### config.mk
export PLATFORM = sky130hd
export DESIGN_NAME = codebook_adpcm_frame_decoder
export DESIGN_NICKNAME = d
export VERILOG_FILES = /design/src/rtl/cafd_pkg.sv /design/src/rtl/cafd_ram.sv /design/src/rtl/cafd_ctrl.sv /design/src/rtl/cafd_dp.sv /design/src/rtl/codebook_adpcm_frame_decoder.sv
export SDC_FILE = /design/constraint.sdc
export NUM_CORES = 2
export LEC_CHECK = 0
export BUFFER_PORTS_ARGS = -buffer_cell sky130_fd_sc_hd__buf_4
export CORE_MARGIN = 4
export CORE_UTILIZATION = 40
export DETAILED_ROUTE_END_ITERATION = 16
export HOLD_SLACK_MARGIN = 0.02
export PLACE_DENSITY_LB_ADDON = 0.25
export SETUP_SLACK_MARGIN = 0.1
export SKIP_CTS_REPAIR_TIMING = 1
export SLEW_MARGIN = 15
export SYNTH_ARGS = -nofsm -noshare
export SYNTH_HDL_FRONTEND = slang
export SYNTH_SLANG_ARGS = --single-unit
### constraint.sdc
create_clock -name clock -period 10.7 [get_ports clock]
set_clock_uncertainty 0.15 [all_clocks]
set_input_delay 2.14 -clock clock [delete_from_list [all_inputs] [get_ports clock]]
set_output_delay 2.14 -clock clock [all_outputs]
set_load 0.05 [all_outputs]
### src/rtl/cafd_pkg.sv
`timescale 1ns / 1ps
package cafd_pkg;

   // Item kinds on the request channel
   localparam logic [1:0] KIND_BOOK  = 2'd0;
   localparam logic [1:0] KIND_START = 2'd1;
   localparam logic [1:0] KIND_DATA  = 2'd2;

   // Byte positions within a 40-byte group
   localparam logic [5:0] POS_HDR_END   = 6'd8;
   localparam logic [5:0] POS_A_BOOK    = 6'd8;
   localparam logic [5:0] POS_A_END     = 6'd23;
   localparam logic [5:0] POS_B_BOOK    = 6'd24;
   localparam logic [5:0] POS_GROUP_END = 6'd39;

   // Sample positions within a frame
   localparam logic [4:0] SAMPLE_FIRST_SUB = 5'd8;
   localparam logic [4:0] SAMPLE_LAST      = 5'd31;

   // Multiply-accumulate term kinds
   typedef enum logic [1:0] {
      TERM_X   = 2'd0,
      TERM_L1  = 2'd1,
      TERM_L2  = 2'd2,
      TERM_FIR = 2'd3
   } term_kind_type;

   // Commands from the controller to the datapath
   typedef struct packed {
      logic          hdr_we;
      logic [2:0]    hdr_slot;
      logic          nib_we;
      logic [3:0]    nib_waddr;
      logic          term_valid;
      term_kind_type term_kind;
      logic          term_last;
      logic [3:0]    nib_raddr;
      logic          nib_lo;
      logic          latch;
      logic          emit_hdr;
      logic          frame_b;
      logic          hdr_sel;
      logic [3:0]    shift;
      logic          flag_last;
      logic          flag_done;
   } dp_cmd_type;

   // Status from the datapath to the controller
   typedef struct packed {
      logic out_busy;
      logic sample_done;
   } dp_status_type;

endpackage

### src/rtl/cafd_ram.sv
`timescale 1ns / 1ps
module cafd_ram #(
   parameter int WIDTH = 16,
   parameter int DEPTH = 128,
   localparam int AW = (DEPTH > 1) ? $clog2(DEPTH) : 1
) (
   input  logic             clock,
   input  logic             wr_en,
   input  logic [AW-1:0]    wr_addr,
   input  logic [WIDTH-1:0] wr_data,
   input  logic [AW-1:0]    rd_addr,
   output logic [WIDTH-1:0] rd_data
);

   logic [WIDTH-1:0] mem_ff [DEPTH];
   logic [WIDTH-1:0] rd_data_ff;

   // Write one word, read one word with a registered output
   always_ff @(posedge clock) begin
      if (wr_en) begin
         mem_ff[wr_addr] <= wr_data;
      end
      rd_data_ff <= mem_ff[rd_addr];
   end

   assign rd_data = rd_data_ff;

endmodule

### src/rtl/cafd_ctrl.sv
`timescale 1ns / 1ps
module cafd_ctrl #(
   parameter int BOOK_WORDS = 128,
   parameter int MAX_FRAMES = 16,
   localparam int AW = $clog2(BOOK_WORDS)
) (
   input  logic                   clock,
   input  logic                   reset,
   input  logic                   req_valid,
   output logic                   req_ready,
   input  logic [1:0]             req_kind,
   input  logic [6:0]             table_index,
   input  logic [4:0]             frame_count,
   input  logic                   start_second,
   input  logic [7:0]             data_byte,
   output logic                   book_we,
   output logic [AW-1:0]          coef_addr,
   output cafd_pkg::dp_cmd_type   cmd,
   input  cafd_pkg::dp_status_type status
);

   localparam int FW = $clog2(MAX_FRAMES + 1);
   localparam int NBOOKS = BOOK_WORDS / 16;

   typedef enum logic [5:0] {
      S_IN    = 6'b000001,
      S_BOOK  = 6'b000010,
      S_HDR   = 6'b000100,
      S_LATCH = 6'b001000,
      S_TERM  = 6'b010000,
      S_WAIT  = 6'b100000
   } ctrl_state_type;

   ctrl_state_type state_ff, state_in;
   logic [5:0]    pos_ff, pos_in;
   logic [FW-1:0] frames_ff, frames_in;
   logic          skip_ff, skip_in;
   logic [3:0]    book_ff, book_in;
   logic [3:0]    shift_ff, shift_in;
   logic          frame_b_ff, frame_b_in;
   logic [4:0]    n_ff, n_in;
   logic [3:0]    t_ff, t_in;

   logic          accept;
   logic          data_acc;
   logic [2:0]    sub_i;
   logic [2:0]    fir_k;
   logic [4:0]    x_idx;
   logic [3:0]    coef_idx;
   cafd_pkg::term_kind_type kind_now;

   assign req_ready = (state_ff == S_IN);
   assign accept    = req_valid && req_ready;
   assign data_acc  = accept && (req_kind == cafd_pkg::KIND_DATA) && (frames_ff != '0);
   assign book_we   = accept && (req_kind == cafd_pkg::KIND_BOOK)
                      && (32'(table_index) < BOOK_WORDS);

   // Position within the sub-block and the filter tap of this term
   assign sub_i = (n_ff < cafd_pkg::SAMPLE_FIRST_SUB) ? 3'(n_ff - 5'd2) : n_ff[2:0];
   assign fir_k = 3'(t_ff - 4'd3);

   always_comb begin
      unique case (t_ff)
         4'd0:    kind_now = cafd_pkg::TERM_X;
         4'd1:    kind_now = cafd_pkg::TERM_L1;
         4'd2:    kind_now = cafd_pkg::TERM_L2;
         default: kind_now = cafd_pkg::TERM_FIR;
      endcase
   end

   // Residual index and book word for the current term
   always_comb begin
      x_idx    = n_ff;
      coef_idx = 4'd0;
      case (kind_now)
         cafd_pkg::TERM_L1:  coef_idx = {1'b0, sub_i};
         cafd_pkg::TERM_L2:  coef_idx = {1'b1, sub_i};
         cafd_pkg::TERM_FIR: begin
            coef_idx = {1'b1, fir_k};
            x_idx    = n_ff - 5'd1 - 5'(fir_k);
         end
         default: coef_idx = 4'd0;
      endcase
   end

   assign coef_addr = AW'({book_ff, 4'b0000}) + AW'(coef_idx);

   // Drive datapath commands
   always_comb begin
      cmd            = '0;
      cmd.hdr_we     = data_acc && (pos_ff < cafd_pkg::POS_HDR_END);
      cmd.hdr_slot   = pos_ff[2:0];
      cmd.nib_we     = data_acc && (pos_ff >= cafd_pkg::POS_HDR_END);
      cmd.nib_waddr  = (pos_ff < cafd_pkg::POS_B_BOOK) ? 4'(pos_ff - 6'd8)
                                                       : 4'(pos_ff - 6'd24);
      cmd.term_valid = (state_ff == S_TERM);
      cmd.term_kind  = kind_now;
      cmd.term_last  = (t_ff == 4'(sub_i) + 4'd2);
      cmd.nib_raddr  = x_idx[4:1];
      cmd.nib_lo     = x_idx[0];
      cmd.latch      = (state_ff == S_LATCH) && !status.out_busy && (sub_i == 3'd0);
      cmd.emit_hdr   = (state_ff == S_HDR) && !status.out_busy;
      cmd.frame_b    = frame_b_ff;
      cmd.hdr_sel    = n_ff[0];
      cmd.shift      = shift_ff;
      cmd.flag_last  = (n_ff == cafd_pkg::SAMPLE_LAST);
      cmd.flag_done  = (n_ff == cafd_pkg::SAMPLE_LAST) && (frames_ff == '0);
   end

   // Sequence input intake and frame decoding
   always_comb begin
      state_in   = state_ff;
      pos_in     = pos_ff;
      frames_in  = frames_ff;
      skip_in    = skip_ff;
      book_in    = book_ff;
      shift_in   = shift_ff;
      frame_b_in = frame_b_ff;
      n_in       = n_ff;
      t_in       = t_ff;
      unique case (state_ff)
         S_IN: begin
            if (accept && (req_kind == cafd_pkg::KIND_START)) begin
               frames_in = (32'(frame_count) > MAX_FRAMES) ? FW'(MAX_FRAMES)
                                                           : FW'(frame_count);
               skip_in   = start_second;
               pos_in    = '0;
            end else if (data_acc) begin
               pos_in = (pos_ff == cafd_pkg::POS_GROUP_END) ? 6'd0 : pos_ff + 6'd1;
               if ((pos_ff == cafd_pkg::POS_A_BOOK) || (pos_ff == cafd_pkg::POS_B_BOOK)) begin
                  book_in  = data_byte[7:4];
                  shift_in = data_byte[3:0];
               end
               if (pos_ff == cafd_pkg::POS_A_END) begin
                  if (skip_ff) begin
                     skip_in = 1'b0;
                  end else begin
                     frames_in  = frames_ff - FW'(1);
                     frame_b_in = 1'b0;
                     state_in   = S_BOOK;
                  end
               end else if (pos_ff == cafd_pkg::POS_GROUP_END) begin
                  skip_in    = 1'b0;
                  frames_in  = frames_ff - FW'(1);
                  frame_b_in = 1'b1;
                  state_in   = S_BOOK;
               end
            end
         end
         S_BOOK: begin
            // Wrap the book number into the table
            if ({1'b0, book_ff} >= 5'(NBOOKS)) begin
               book_in = book_ff - 4'(NBOOKS);
            end else begin
               n_in     = 5'd0;
               state_in = S_HDR;
            end
         end
         S_HDR: begin
            if (!status.out_busy) begin
               if (n_ff[0]) begin
                  n_in     = 5'd2;
                  state_in = S_LATCH;
               end else begin
                  n_in = 5'd1;
               end
            end
         end
         S_LATCH: begin
            if (!status.out_busy) begin
               t_in     = 4'd0;
               state_in = S_TERM;
            end
         end
         S_TERM: begin
            if (cmd.term_last) begin
               state_in = S_WAIT;
            end else begin
               t_in = t_ff + 4'd1;
            end
         end
         S_WAIT: begin
            if (status.sample_done) begin
               if (n_ff == cafd_pkg::SAMPLE_LAST) begin
                  state_in = S_IN;
               end else begin
                  n_in     = n_ff + 5'd1;
                  state_in = S_LATCH;
               end
            end
         end
         default: state_in = S_IN;
      endcase
   end

   // Hold control state
   always_ff @(posedge clock) begin
      if (reset) begin
         state_ff   <= S_IN;
         pos_ff     <= '0;
         frames_ff  <= '0;
         skip_ff    <= 1'b0;
         book_ff    <= '0;
         shift_ff   <= '0;
         frame_b_ff <= 1'b0;
         n_ff       <= '0;
         t_ff       <= '0;
      end else begin
         state_ff   <= state_in;
         pos_ff     <= pos_in;
         frames_ff  <= frames_in;
         skip_ff    <= skip_in;
         book_ff    <= book_in;
         shift_ff   <= shift_in;
         frame_b_ff <= frame_b_in;
         n_ff       <= n_in;
         t_ff       <= t_in;
      end
   end

endmodule

### src/rtl/cafd_dp.sv
`timescale 1ns / 1ps
module cafd_dp #(
   parameter int BOOK_WORDS = 128,
   localparam int AW = $clog2(BOOK_WORDS)
) (
   input  logic                    clock,
   input  logic                    reset,
   input  cafd_pkg::dp_cmd_type    cmd,
   output cafd_pkg::dp_status_type status,
   input  logic                    book_we,
   input  logic [6:0]              table_index,
   input  logic [15:0]             table_value,
   input  logic [AW-1:0]           coef_addr,
   input  logic [7:0]              data_byte,
   output logic                    out_valid,
   input  logic                    out_ready,
   output logic [15:0]             out_sample,
   output logic                    out_last,
   output logic                    out_done
);

   logic [15:0] cb_rdata;
   logic [7:0]  nib_rdata;
   logic [7:0]  hbyte_ff [8];

   logic                    t1_valid_ff, t1_last_ff, t1_lo_ff;
   cafd_pkg::term_kind_type t1_kind_ff;
   logic                    p_valid_ff, p_last_ff, p_first_ff;
   logic signed [31:0]      prod_ff;
   logic signed [39:0]      acc_ff, acc_in;
   logic                    acc_last_ff;
   logic signed [15:0]      l1_ff, l2_ff, prev1_ff, prev2_ff;
   logic                    out_valid_ff, out_last_ff, out_done_ff;
   logic [15:0]             out_sample_ff;

   logic [3:0]         nib4;
   logic signed [15:0] resid, op_a, op_b, hdr_val, sat_val;
   logic signed [39:0] q;
   logic [15:0]        new_val;
   logic               load_out;

   cafd_ram #(.WIDTH(16), .DEPTH(BOOK_WORDS)) u_book (
      .clock   (clock),
      .wr_en   (book_we),
      .wr_addr (AW'(table_index)),
      .wr_data (table_value),
      .rd_addr (coef_addr),
      .rd_data (cb_rdata)
   );

   cafd_ram #(.WIDTH(8), .DEPTH(16)) u_nib (
      .clock   (clock),
      .wr_en   (cmd.nib_we),
      .wr_addr (cmd.nib_waddr),
      .wr_data (data_byte),
      .rd_addr (cmd.nib_raddr),
      .rd_data (nib_rdata)
   );

   // Capture header bytes
   always_ff @(posedge clock) begin
      if (cmd.hdr_we) begin
         hbyte_ff[cmd.hdr_slot] <= data_byte;
      end
   end

   always_comb begin
      case ({cmd.frame_b, cmd.hdr_sel})
         2'b00:   hdr_val = $signed({hbyte_ff[0], hbyte_ff[1]});
         2'b01:   hdr_val = $signed({hbyte_ff[2], hbyte_ff[3]});
         2'b10:   hdr_val = $signed({hbyte_ff[4], hbyte_ff[5]});
         default: hdr_val = $signed({hbyte_ff[6], hbyte_ff[7]});
      endcase
   end

   // Form the residual and the multiplier operands
   assign nib4  = t1_lo_ff ? nib_rdata[3:0] : nib_rdata[7:4];
   assign resid = $signed({nib4, 12'h000}) >>> cmd.shift;

   always_comb begin
      op_a = (t1_kind_ff == cafd_pkg::TERM_X) ? 16'sd2048 : $signed(cb_rdata);
      case (t1_kind_ff)
         cafd_pkg::TERM_L1: op_b = l1_ff;
         cafd_pkg::TERM_L2: op_b = l2_ff;
         default:           op_b = resid;
      endcase
   end

   // Accumulate, then floor-shift and saturate
   assign acc_in = (p_first_ff ? 40'sd0 : acc_ff) + 40'(prod_ff);
   assign q      = acc_ff >>> 11;

   always_comb begin
      if (q > 40'sd32767) begin
         sat_val = 16'sh7fff;
      end else if (q < -40'sd32768) begin
         sat_val = -16'sh8000;
      end else begin
         sat_val = 16'(q);
      end
   end

   assign load_out = cmd.emit_hdr || acc_last_ff;
   assign new_val  = cmd.emit_hdr ? hdr_val : sat_val;

   // Advance the MAC pipeline
   always_ff @(posedge clock) begin
      if (reset) begin
         t1_valid_ff <= 1'b0;
         p_valid_ff  <= 1'b0;
         acc_last_ff <= 1'b0;
      end else begin
         t1_valid_ff <= cmd.term_valid;
         p_valid_ff  <= t1_valid_ff;
         acc_last_ff <= p_valid_ff && p_last_ff;
      end
   end

   always_ff @(posedge clock) begin
      t1_kind_ff <= cmd.term_kind;
      t1_last_ff <= cmd.term_last;
      t1_lo_ff   <= cmd.nib_lo;
      prod_ff    <= op_a * op_b;
      p_last_ff  <= t1_last_ff;
      p_first_ff <= (t1_kind_ff == cafd_pkg::TERM_X);
      if (p_valid_ff) begin
         acc_ff <= acc_in;
      end
      if (cmd.latch) begin
         l1_ff <= prev2_ff;
         l2_ff <= prev1_ff;
      end
      if (load_out) begin
         prev2_ff      <= prev1_ff;
         prev1_ff      <= new_val;
         out_sample_ff <= new_val;
         out_last_ff   <= cmd.flag_last && !cmd.emit_hdr;
         out_done_ff   <= cmd.flag_done && !cmd.emit_hdr;
      end
   end

   // Hold the result until its transfer
   always_ff @(posedge clock) begin
      if (reset) begin
         out_valid_ff <= 1'b0;
      end else if (load_out) begin
         out_valid_ff <= 1'b1;
      end else if (out_ready) begin
         out_valid_ff <= 1'b0;
      end
   end

   assign out_valid          = out_valid_ff;
   assign out_sample         = out_sample_ff;
   assign out_last           = out_last_ff;
   assign out_done           = out_done_ff;
   assign status.out_busy    = out_valid_ff;
   assign status.sample_done = acc_last_ff;

endmodule

### src/rtl/codebook_adpcm_frame_decoder.sv
`timescale 1ns / 1ps
// Order-2 codebook ADPCM frame decoder. Codebook writes, start items and
// compressed bytes are taken one per cycle while no frame is being decoded.
// The byte that completes a frame (the 24th or 40th of a group) starts a
// decode; a skipped first frame starts none. During the decode req_tready
// stays low, also through any output stall. The book number is first wrapped
// into the table, then the two header samples are emitted. Each of the 30
// predicted samples then runs on the single shared multiply-accumulate unit:
// one wait for the previous sample's transfer, then one product a cycle from
// the codebook memory and the nibble memory, with one term more per position
// deeper into a sub-block, then the sum drains through the MAC pipeline.
// Each decoded frame emits 32 samples; rsp_tlast marks the 32nd, rsp_tuser
// marks the last sample of the last requested frame.
module codebook_adpcm_frame_decoder #(
   parameter int BOOK_WORDS = 128,
   parameter int MAX_FRAMES = 16
) (
   input  logic        clock,
   input  logic        reset,
   input  logic        req_tvalid,
   output logic        req_tready,
   // table_index[6:0], table_value[22:7], frame_count[27:23],
   // start_second[28], data_byte[36:29], zero fill[39:37]
   input  logic [39:0] req_tdata,
   // kind[1:0]
   input  logic [1:0]  req_tuser,
   output logic        rsp_tvalid,
   input  logic        rsp_tready,
   // sample[15:0]
   output logic [15:0] rsp_tdata,
   output logic        rsp_tlast,
   // stream_done[0]
   output logic        rsp_tuser
);

   localparam int AW = $clog2(BOOK_WORDS);

   cafd_pkg::dp_cmd_type    cmd;
   cafd_pkg::dp_status_type status;
   logic                    book_we;
   logic [AW-1:0]           coef_addr;

   cafd_ctrl #(.BOOK_WORDS(BOOK_WORDS), .MAX_FRAMES(MAX_FRAMES)) u_ctrl (
      .clock        (clock),
      .reset        (reset),
      .req_valid    (req_tvalid),
      .req_ready    (req_tready),
      .req_kind     (req_tuser),
      .table_index  (req_tdata[6:0]),
      .frame_count  (req_tdata[27:23]),
      .start_second (req_tdata[28]),
      .data_byte    (req_tdata[36:29]),
      .book_we      (book_we),
      .coef_addr    (coef_addr),
      .cmd          (cmd),
      .status       (status)
   );

   cafd_dp #(.BOOK_WORDS(BOOK_WORDS)) u_dp (
      .clock       (clock),
      .reset       (reset),
      .cmd         (cmd),
      .status      (status),
      .book_we     (book_we),
      .table_index (req_tdata[6:0]),
      .table_value (req_tdata[22:7]),
      .coef_addr   (coef_addr),
      .data_byte   (req_tdata[36:29]),
      .out_valid   (rsp_tvalid),
      .out_ready   (rsp_tready),
      .out_sample  (rsp_tdata),
      .out_last    (rsp_tlast),
      .out_done    (rsp_tuser)
   );

   // A finished sum never lands on an occupied output register
   a_done_free: assert property (@(posedge clock) disable iff (reset)
      status.sample_done |-> !status.out_busy)
      else $error("sample finished while output register busy");

   // No MAC term runs while input is being taken
   a_no_term_in_intake: assert property (@(posedge clock) disable iff (reset)
      req_tready |-> !cmd.term_valid)
      else $error("MAC term issued during intake");

   // Stream end is only flagged on the last sample of a frame
   a_done_last: assert property (@(posedge clock) disable iff (reset)
      (rsp_tvalid && rsp_tuser) |-> rsp_tlast)
      else $error("stream end without frame end");

endmodule

==> impl_metrics.sql <==
INSERT INTO impl_metrics (metric_group, metric, value, unit) VALUES
('die', 'floorplan.die.height', '528', 'µm'),
('yosys', 'synth.avg_cell_area', '12.8', 'µm²'),
('critical_path', 'required_time_reported_for_the_critical_path_endpoint', '11.27', 'ns'),
('grt', 'first_global_vias', '67500', ''),
('sta', 'fmax', '117', 'MHz'),
('detailed_routing', 'drt_first_pass_iters', '8', ''),
('yosys', 'synth-async-reset-ratio', '0', ''),
('detailed_routing', 'total_number_of_vias', '69900', ''),
('sta', 'timing.slew.headroom', '0.165', ''),
('grt', 'gr_overflow_total', '0', ''),
('run_status', 'run_status', 'complete, no violations', ''),
('critical_path', 'cpMaxStageDelayCell', 'sky130_fd_sc_hd__ha_1', ''),
('placement', 'dp_cells', '11900', ''),
('grt', 'global_route.usage.total', '0.223', ''),
('die', 'placementRows', '190', ''),
('yosys', 'synth_top_cells_by_count', '2346 x sky130_fd_sc_hd__edfxtp_1, 1895 x sky130_fd_sc_hd__nand2_1, 562 x sky130_fd_sc_hd__nand3_1, 420 x sky130_fd_sc_hd__nor2_1, 344 x sky130_fd_sc_hd__inv_1', ''),
('critical_path', 'slowest_delay', '0.77', 'ns'),
('pwr', 'switching_share', '0.201', ''),
('yosys', 'ys.warnings.count', '0', ''),
('clock_network', 'clk_pin_slew', '0.06', 'ns'),
('yosys', 'synth_cell_type_count', '84', ''),
('yosys', 'postSynth.topFlopCell', 'sky130_fd_sc_hd__edfxtp_1', ''),
('job', 'maxCapViolations', '0', ''),
('sta', 'final.min_clock_period', '8.57', 'ns'),
('critical_path', 'path_common_cell', 'sky130_fd_sc_hd__fa_1', ''),
('critical_path', 'timing.critical_path.arrival', '9.15', 'ns'),
('yosys', 'synth_top_area_share', '0.651', ''),
('die', 'io_pins', '66', ''),
('detailed_routing', 'drt-initial-drc-count', '7685', ''),
('critical_path', 'element_type_at_the_critical_path_start', 'register', ''),
('yosys', 'register_bit_total_from_synthesis', '2448', ''),
('pwr', 'net-switching-power', '3.91', 'mW'),
('pwr', 'report.power.total', '19.5', 'mW'),
('pwr', 'power_per_cell_area', '160', 'nW/µm²'),
('grt', 'antenna_found_initial', '19', ''),
('placement', 'port_buffers', '62', ''),
('pwr', 'power.ir.vdd_worst', '0.162', 'mV'),
('sta', 'final_max_slew_viol_count', '0', ''),
('grt', 'grt_max_degree', '130', ''),
('hold_path', 'worst_hold_path_class', 'reg2reg', ''),
('sta', 'setup_viol', '0', ''),
('grt', 'first_pass_grt_wire_length', '463000', 'µm'),
('yosys', 'post_synth_main_area_contributors', 'sky130_fd_sc_hd__edfxtp_1 65%, sky130_fd_sc_hd__nand2_1 6.6%, sky130_fd_sc_hd__fa_1 4.9%, sky130_fd_sc_hd__nand3_1 2.6%, sky130_fd_sc_hd__dfxtp_1 1.9%', ''),
('critical_path', 'worst_setup_path_end_kind', 'register', ''),
('sta', 'fin_setup_tns', '0', 'ns'),
('yosys', 'synth_edf_count', '2346', ''),
('detailed_routing', 'vias_per_cell', '5.67', ''),
('detailed_routing', 'finalWirelength', '318000', 'µm'),
('pwr', 'leakagePower', '42.6', 'nW'),
('die', 'die-width', '528', 'µm'),
('clock_network', 'sinks_on_the_clock_net', '2448', ''),
('detailed_routing', 'route.detailed.wl_per_inst', '25.8', 'µm'),
('critical_path', 'critPathMaxFanout', '28', ''),
('yosys', 'synth.most_common_cell', 'sky130_fd_sc_hd__edfxtp_1', ''),
('yosys', 'synth.yosys.seq_area_share', '0.670', ''),
('yosys', 'synth_top_cell_by_area', 'sky130_fd_sc_hd__edfxtp_1', ''),
('detailed_routing', 'drt.antenna.violating_nets', '0', ''),
('critical_path', 'worst-setup-path-type', 'reg2reg', ''),
('detailed_routing', 'number_of_remaining_drc_errors', '0', ''),
('die', 'placeableCoreArea', '269000', 'µm²'),
('yosys', 'post_synth_design_cell_area', '108000', 'µm²'),
('sta', 'final-hold-violation-count', '0', ''),
('clock_network', 'clock-root-buffer', 'sky130_fd_sc_hd__clkbuf_16', ''),
('clock_network', 'cts_buffers', '267', ''),
('die', 'fp.dieArea', '279000', 'µm²'),
('pwr', 'cellInternalPower', '15.5', 'mW'),
('yosys', 'syn-instance-count', '8454', ''),
('placement', 'place_congestion', '0.876', ''),
('clock_network', 'cts-root-to-sink-buffers', '4', ''),
('sta', 'worst_slew_pin_slew', '1.25', 'ns'),
('finish', 'drive_above_1_share', '0.0887', '');
## power by group through the flow
stage | clock, mW | sequential, mW | combinational [mW]
floorplan | 0 | 10.7 | 0.0193
global placement | 0 | 10.7 | 0.201
detailed placement | 0 | 10.7 | 0.210
CTS | 8.89 | 10.5 | 0.210
global route | 9.28 | 10.5 | 0.223
finish | 8.75 | 10.5 | 0.210
## worst max-delay path: cells and delay by family, from the launching register on
| family | cells | cell delay [ns] |
|---|---|---|
| xor gates and xnor gates | 1 | 0.14 |
| adders and majority gates | 8 | 4.18 |
| and+or+nand+nor | 2 | 0.30 |
| AOI/OAI and AO/OA | 9 | 2.63 |
| buffers and inverters | 5 | 0.73 |
| DFF | 1 | 0.33 |
## kinds of logic (layout without fill, tap and decap cells)
family,count (synthesis),count (layout),synth area share
DFF,2448,2448,0.670
other,0,11,0
adders and majority gates,405,405,0.0652
buffers and inverters,826,1128,0.0312
and+or+nand+nor,3392,3392,0.137
AOI/OAI and AO/OA,1122,1122,0.0712
xor gates and xnor gates,84,84,0.00680
muxes,177,177,0.0184
## metrics by stage
step	hold slack (ns)	instance area [µm²]	worst slack, ns
floorplan	0.160	108000	3.12
global placement	0.170	113000	2.22
detailed placement	0.168	113000	2.16
CTS	0.182	121000	2.10
global route	0.188	121000	1.39
finish	0.183	122000	2.13
## per-layer routing
metal / global-route usage / vias up / wire length (µm)
li1: - / 31000 / -
met1: 0.303 / 35200 / 129000
met2: 0.362 / 3113 / 150000
met3: 0.0410 / 554 / 27600
met4: 0.0732 / 6 / 11000
met5: 0 / - / 44
## layout make-up
cell class | count | area, µm²
Inverter | 346 | 1300
Clock inverter | 114 | 957
Multi-Input combinational cell | 5180 | 32600
Antenna cell | 11 | 27.5
Sequential cell | 2448 | 72500
Timing Repair Buffer | 326 | 2590
Tap cell | 3552 | 4440
Clock buffer | 342 | 7150
Fill cell | 24000 | 147000
## registers in the layout (all words and copies together), names as in the netlist, 2 cells and up
register / flops
u_dp.l1_ff: 16
u_dp.u_nib.rd_data: 8
u_dp.l2_ff: 16
u_ctrl.n_ff: 5
u_ctrl.shift_ff: 4
u_dp.u_book.mem_ff: 2048
u_dp.hbyte_ff: 64
u_dp.t1_kind_ff: 2
u_ctrl.state_ff: 6
u_dp.prev2_ff: 16
u_ctrl.book_ff: 4
u_dp.prev1_ff: 16
u_dp.u_nib.mem_ff: 128
u_dp.acc_ff: 40
u_ctrl.t_ff: 4
u_ctrl.frames_ff: 5
u_ctrl.pos_ff: 6
u_dp.prod_ff: 32
u_dp.u_book.rd_data: 16
## cell usage in the layout (no fill, tap or decap), types with 63 or more instances in the layout
| master | instances |
|---|---|
| sky130_fd_sc_hd__a31oi_1 | 167 |
| sky130_fd_sc_hd__nor2b_1 | 70 |
| sky130_fd_sc_hd__o21ai_0 | 112 |
| sky130_fd_sc_hd__nand4_1 | 69 |
| sky130_fd_sc_hd__a311oi_1 | 92 |
| sky130_fd_sc_hd__inv_1 | 343 |
| sky130_fd_sc_hd__clkbuf_1 | 63 |
| sky130_fd_sc_hd__buf_4 | 314 |
| sky130_fd_sc_hd__nand2_1 | 1892 |
| sky130_fd_sc_hd__a211oi_1 | 154 |
| sky130_fd_sc_hd__xnor2_1 | 63 |
| sky130_fd_sc_hd__a32oi_1 | 89 |
| sky130_fd_sc_hd__nand3_1 | 561 |
| sky130_fd_sc_hd__dfxtp_1 | 99 |
| sky130_fd_sc_hd__ha_1 | 141 |
| sky130_fd_sc_hd__mux2i_1 | 146 |
| sky130_fd_sc_hd__a21oi_1 | 235 |
| sky130_fd_sc_hd__nor2_1 | 401 |
| sky130_fd_sc_hd__and3_1 | 141 |
| sky130_fd_sc_hd__fa_1 | 264 |
| sky130_fd_sc_hd__edfxtp_1 | 2346 |
| sky130_fd_sc_hd__clkbuf_16 | 273 |
## path summary, 6_finish.rpt
check	start	endpoint	slack (ns)	cells past startpoint
worst max register to register	u_dp.t1_kind_ff[0]$_DFF_P_	u_dp.prod_ff[31]$_DFF_P_	2.13	25
worst max-delay path	u_dp.t1_kind_ff[0]$_DFF_P_	u_dp.prod_ff[31]$_DFF_P_	2.13	25
worst min-delay path	u_dp.t1_last_ff$_DFF_P_	u_dp.p_last_ff$_DFF_P_	0.18	0
worst min register to register	u_dp.t1_last_ff$_DFF_P_	u_dp.p_last_ff$_DFF_P_	0.18	0
Power figures use the tool's default switching activity.
